**src/hw/rtl/scbp_pkg.sv**
```systemverilog
// Shared types and constants of the size-class buffer pool.
package scbp_pkg;

  // Configuration register indexes and port widths
  localparam int CFG_IDX_W = 2;
  localparam int CFG_DATA_W = 32;
  localparam logic [CFG_IDX_W-1:0] CFG_BASE_SIZE = 2'd0;
  localparam logic [CFG_IDX_W-1:0] CFG_GROWTH = 2'd1;
  localparam logic [CFG_IDX_W-1:0] CFG_MAX_SIZE = 2'd2;

  // Register widths and reset values
  localparam int BASE_W = 17;
  localparam int GROWTH_W = 3;
  localparam int SIZE_W = 32;
  localparam logic [BASE_W-1:0] BASE_RST = 17'd64;
  localparam logic [GROWTH_W-1:0] GROWTH_RST = 3'd2;
  localparam logic [SIZE_W-1:0] MAX_RST = 32'd2097152;

  // Result status codes
  localparam logic [2:0] ST_POPPED = 3'd0;
  localparam logic [2:0] ST_EMPTY = 3'd1;
  localparam logic [2:0] ST_ALLOC_BIG = 3'd2;
  localparam logic [2:0] ST_FREED = 3'd3;
  localparam logic [2:0] ST_FREE_BIG = 3'd4;
  localparam logic [2:0] ST_FULL = 3'd5;

  // Request beat
  typedef struct packed {
    logic        req_type;
    logic [31:0] req_size;
    logic [31:0] buf_handle;
  } req_t;

  // Result beat
  typedef struct packed {
    logic [2:0]  status;
    logic [3:0]  class_index;
    logic [31:0] class_size;
    logic [31:0] out_handle;
  } rsp_t;

  // Class lookup outcome
  typedef struct packed {
    logic              hit;
    logic [SIZE_W-1:0] size;
  } lkp_t;

  // Size table sweep status
  typedef struct packed {
    logic busy;
    logic clr;
  } swp_t;

endpackage

```
**src/hw/rtl/scbp_class_map.sv**
```systemverilog
// Config registers, class size table sweep and request-to-class lookup.
module scbp_class_map #(
  parameter int NUM_CLASSES = 16,
  parameter int CLS_W = 4
) (
  input  logic                           clk,
  input  logic                           rst_n,
  input  logic                           cfg_we,
  input  logic [scbp_pkg::CFG_IDX_W-1:0]  cfg_index,
  input  logic [scbp_pkg::CFG_DATA_W-1:0] cfg_wdata,
  input  logic [scbp_pkg::SIZE_W-1:0]     req_size,
  output logic [CLS_W-1:0]               cls,
  output scbp_pkg::lkp_t                 lkp,
  output scbp_pkg::swp_t                 swp,
  output logic [CLS_W-1:0]               swp_idx
);
  import scbp_pkg::*;

  logic [BASE_W-1:0]   base_r;
  logic [GROWTH_W-1:0] growth_r;
  logic [SIZE_W-1:0]   max_r;
  logic                sweep_r;
  logic                clr_r;
  logic [CLS_W-1:0]    idx_r;
  logic [SIZE_W-1:0]   sz_r;
  logic [SIZE_W-1:0]   tbl_r [NUM_CLASSES];
  logic [SIZE_W-1:0]   cur_sz;
  logic [SIZE_W+GROWTH_W-1:0] prod;
  logic [NUM_CLASSES-1:0] fit;
  logic                cfg_hit;

  // Registers in the list restart the size sweep; others are dropped
  assign cfg_hit = cfg_we && (cfg_index == CFG_BASE_SIZE || cfg_index == CFG_GROWTH ||
                              cfg_index == CFG_MAX_SIZE);

  always_ff @(posedge clk) begin
    if (!rst_n) begin
      base_r   <= BASE_RST;
      growth_r <= GROWTH_RST;
      max_r    <= MAX_RST;
    end else if (cfg_we) begin
      case (cfg_index)
        CFG_BASE_SIZE: base_r   <= cfg_wdata[BASE_W-1:0];
        CFG_GROWTH:    growth_r <= cfg_wdata[GROWTH_W-1:0];
        CFG_MAX_SIZE:  max_r    <= cfg_wdata[SIZE_W-1:0];
        default: ;
      endcase
    end
  end

  // One class size per cycle: size(i) = sat(size(i-1) * growth)
  assign cur_sz = (idx_r == '0) ? SIZE_W'(base_r) : sz_r;
  assign prod   = (SIZE_W+GROWTH_W)'(cur_sz) * (SIZE_W+GROWTH_W)'(growth_r);

  always_ff @(posedge clk) begin
    if (!rst_n) begin
      sweep_r <= 1'b1;
      clr_r   <= 1'b1;
      idx_r   <= '0;
    end else if (cfg_hit) begin
      sweep_r <= 1'b1;
      idx_r   <= '0;
    end else if (sweep_r) begin
      if (idx_r == CLS_W'(NUM_CLASSES - 1)) begin
        sweep_r <= 1'b0;
        clr_r   <= 1'b0;
      end else begin
        idx_r <= idx_r + 1'b1;
      end
    end
  end

  always_ff @(posedge clk) begin
    if (sweep_r) begin
      tbl_r[idx_r] <= cur_sz;
      sz_r         <= (|prod[SIZE_W+GROWTH_W-1:SIZE_W]) ? '1 : prod[SIZE_W-1:0];
    end
  end

  assign swp.busy = sweep_r;
  assign swp.clr  = clr_r;
  assign swp_idx  = idx_r;

  // Parallel fit compare, lowest fitting class wins
  always_comb begin
    for (int i = 0; i < NUM_CLASSES; i++) begin
      fit[i] = (tbl_r[i] >= req_size);
    end
  end

  always_comb begin
    cls = '0;
    for (int i = NUM_CLASSES - 1; i >= 0; i--) begin
      if (fit[i]) cls = CLS_W'(i);
    end
  end

  assign lkp.hit  = (|fit) && (req_size <= max_r);
  assign lkp.size = tbl_r[cls];

endmodule

```
**config.mk**
```make
export PLATFORM = sky130hd
export DESIGN_NAME = scbp_class_map
export DESIGN_NICKNAME = d
export VERILOG_FILES = /design/src/hw/rtl/scbp_pkg.sv /design/src/hw/rtl/scbp_class_map.sv
export SDC_FILE = /design/constraint.sdc
export NUM_CORES = 2
export LEC_CHECK = 0
export BUFFER_PORTS_ARGS = -buffer_cell sky130_fd_sc_hd__buf_2
export CAP_MARGIN = 20
export CORE_UTILIZATION = 54
export DETAILED_ROUTE_END_ITERATION = 7
export PLACE_DENSITY = 0.68
export SETUP_SLACK_MARGIN = 0.2
export SLEW_MARGIN = 20
export SYNTH_ARGS = -nofsm -noshare
export SYNTH_HDL_FRONTEND = slang
export SYNTH_SLANG_ARGS = --single-unit
export TNS_END_PERCENT = 30
```
**constraint.sdc**
```tcl
create_clock -name clk -period 6.9 [get_ports clk]
set_input_delay 1.38 -clock clk [delete_from_list [all_inputs] [get_ports clk]]
set_output_delay 1.38 -clock clk [all_outputs]
set_load 0.03 [all_outputs]
```
==> impl_metrics.py <==
metrics = {
    "grt": {
        "grt_max_degree": 57,
        "grt_busiest_layer": "met2",
        "met2_usage": 0.5526,
        "grt_overflow": 0,
        "grt_pass1_wl_um": 188000,
        "grt_pass1_vias": 30660,
        "grtUsageMet1": 0.5046,
        "grt_util_all_layers": 0.3552,
        "met3_usage": 0.05857,
        "antenna_found_initial": 5,
    },
    "floorplanning": {
        "core_um2": 69070,
        "initial_core_util": 0.5494,
        "die_h_um": 267.1,
        "dieArea_um2": 71330,
        "ioPinCount": 112,
        "die_w_um": 267.1,
        "placementRows": 96,
    },
    "setup_path": {
        "r2r_start": "swp_idx[0]$_SDFFE_PP0P_",
        "crit_path_max_incr_delay_ns": 0.40,
        "crit_buf_inv": 11,
        "setup.worst_path.class": "input pin to output pin",
        "cp.arrival_ns": 5.60,
        "critPathMaxFanout": 8,
        "path_delay_family": "buffers and inverters",
        "slowest_stage": "o211ai_1",
        "start_kind": "input pin",
        "crit_top_cell": "buf_6",
        "crit_required_ns": 5.52,
        "end_kind": "output pin",
        "crit_path_start": "req_size[26]",
        "path_cells": "buf_8 > clkinvlp_4 > buf_6 > ha_4 > nand4_1 > buf_6 > nor3_4 > a222oi_1 > nand2_1 > a211o_1 > o211ai_1 > a211oi_4 > o21ai_4 > buf_6 > clkinv_8 > buf_16 > buf_12 > buf_6 > mux2i_4 > a32oi_1 > buf_4 > and4_4 > buf_6",
    },
    "timing": {
        "clock.fmax_mhz": 143.4,
        "slew_violations": 0,
        "timing.setup.tns_ns": -0.1435,
        "finClkSkew_ns": 0.03206,
        "max-slew-margin-rel": 0.2390,
        "worst_hold_slack_ns": 0.4667,
        "tightest_slew_ns": 1.130,
        "rsz0062_at_grt": "true",
        "finalSetupViolCount": 3,
        "finalHoldViolations": 0,
        "layout_setup_ws_ns": -0.07529,
        "period_needed_ns": 6.975,
        "timing.final.crit_share": 1.011,
    },
    "drt": {
        "vias": 31220,
        "dr.first_iter.drc_count": 3751,
        "drc": 0,
        "viasPerCell": 6.415,
        "avgRoutedWirePerCell_um": 26.70,
        "wl_um": 130000,
        "ant_nets": 0,
        "drt_pre_antenna_iters": 6,
    },
    "cts": {
        "root_buffer": "clkbuf_16",
        "clock_latency_ns": 0.62,
        "clk_pin_slew_worst_paths_ns": 0.06,
        "cts.sinks": 602,
        "cts_buffers": 70,
        "htreeDepth": 3,
        "cts_tree": "yes",
        "clockBufferDepth": 3,
    },
    "placed_design": {
        "place_inst": 4629,
        "gp_congestion": 1.037,
        "io_buffers": 111,
        "pre_cts_ws_ns": -0.5098,
        "place_area_um2": 42090,
        "dp_hpwl_um": 94680,
    },
    "status": {
        "failed_checks": "negative setup slack",
        "status": "complete, but fails checks",
    },
    "final_layout": {
        "stdcell_count": 4867,
        "num_antenna_cells": 0,
        "fin_area_um2": 48110,
        "area_delta_synth_final_pct": 26.78,
        "drive_above_1_share": 0.2426,
        "nets": 4566,
        "utilization": 0.6965,
    },
    "flow_run": {
        "drv_cap": 0,
    },
    "hold_path": {
        "worstHoldStart": "max_r[11]$_SDFFE_PN0P_",
        "hold_path_class": "flip-flop to flip-flop",
    },
    "synthesis": {
        "synthArstFlopShare": 0,
        "synth_nets": 4064,
        "synth_seq_cells": 602,
        "synth_top_area_frac": 0.4305,
        "yosysWarnings": 0,
        "synth.distinct_cells": 84,
        "yosysSeqAreaShare": 0.4611,
        "synth_edf_count": 544,
        "netlist_area_um2": 37950,
        "syn_inst": 3382,
        "ys_top_cells_by_area": "edfxtp_1 (43%), ha_1 (19%), nand2_1 (5.9%)",
        "synth.most_common_cell": "nand2_1",
        "synth_top_area_cell": "edfxtp_1",
        "ys.flop_type": "edfxtp_1",
        "synth_common_cells": "nand2_1 (595), ha_1 (582), edfxtp_1 (544)",
        "syn_avg_cell_area_um2": 11.22,
    },
    "pwr": {
        "p_total_mw": 10.23,
        "p_leak_nw": 20.08,
        "vdd_drop_max_uv": 170.0,
        "p_per_area_nw_per_um2": 212.7,
    },
}
## cell type report
class	count	area [um^2]
Multi-Input combinational cell	2512	21400
Clock buffer	95	1919
Timing Repair Buffer	534	5194
Sequential cell	602	17500
Tap cell	931	1165
Inverter	163	679.4
Timing Repair inverter	1	8.758
Clock inverter	29	240.2
Fill cell	4979	20960
## where the power goes
part           internal [mW]  switching (mW)
clock                   2.07            1.54
combinational           1.11            1.43
sequential              4.04          0.0422
total                   7.22            3.01
## worst min-delay path, stage by stage (launching register included)
cell	delay (ns)
dfxtp_1	0.30
nand2_1	0.04
a21boi_0	0.06
## cell families after synthesis
group / count (synthesis) / synth area share
simple gates: 1015 / 0.1253
mux: 147 / 0.03934
fa+ha+maj: 613 / 0.2083
compound gates: 715 / 0.1315
buf+inv: 268 / 0.02945
xor+xnor: 22 / 0.005078
flops: 602 / 0.4611
## layer usage
metal	up-vias	wire, um
met5	-	22
li1	13920	-
met2	1693	58290
met4	4	4258
met3	232	13070
met1	15380	54320
## flip-flops by register name, indices dropped and copies added, names as in the netlist
signal    count
clr_r         1
sz_r         32
swp_idx       4
max_r        32
growth_r      3
sweep_r       1
base_r       17
tbl_r       512
## timing repair
action	CTS	global route
endpoints found under the setup margin	33	59
hold buffers	0	0
pin swaps	51	77
cloned	8	7
gates resized for setup	243	271
setup buffers	57	41
## path summary, 6_finish.rpt
kind	end	slack, ns	cells after the start
hold reg to reg	max_r[11]$_SDFFE_PN0P_	0.47	2
hold / removal	max_r[11]$_SDFFE_PN0P_	0.47	2
setup reg to reg	sz_r[27]$_SDFFCE_PP1P_	0.64	22
setup / recovery	lkp[9]	-0.08	23
## cells in the final DEF (no fill, tap or decap), types with 24 or more instances in the layout
cell type  count
a21o_1        67
nor2_1        64
buf_2         68
nand4_1       68
inv_1        140
ha_1         530
nor3_1        30
nand3_1       40
and2_1        24
buf_12        51
o21ai_0      105
fa_1          31
a21boi_0      50
a32oi_2       39
a21oi_1      162
buf_6         67
edfxtp_1     544
nor2b_1       24
clkbuf_16     80
mux2i_2       25
a32oi_1       82
nand2_1      583
buf_4        317
ha_4          51
and4_1        35
mux2i_1       99
dfxtp_1       56
(Power assumes the default switching activity.)
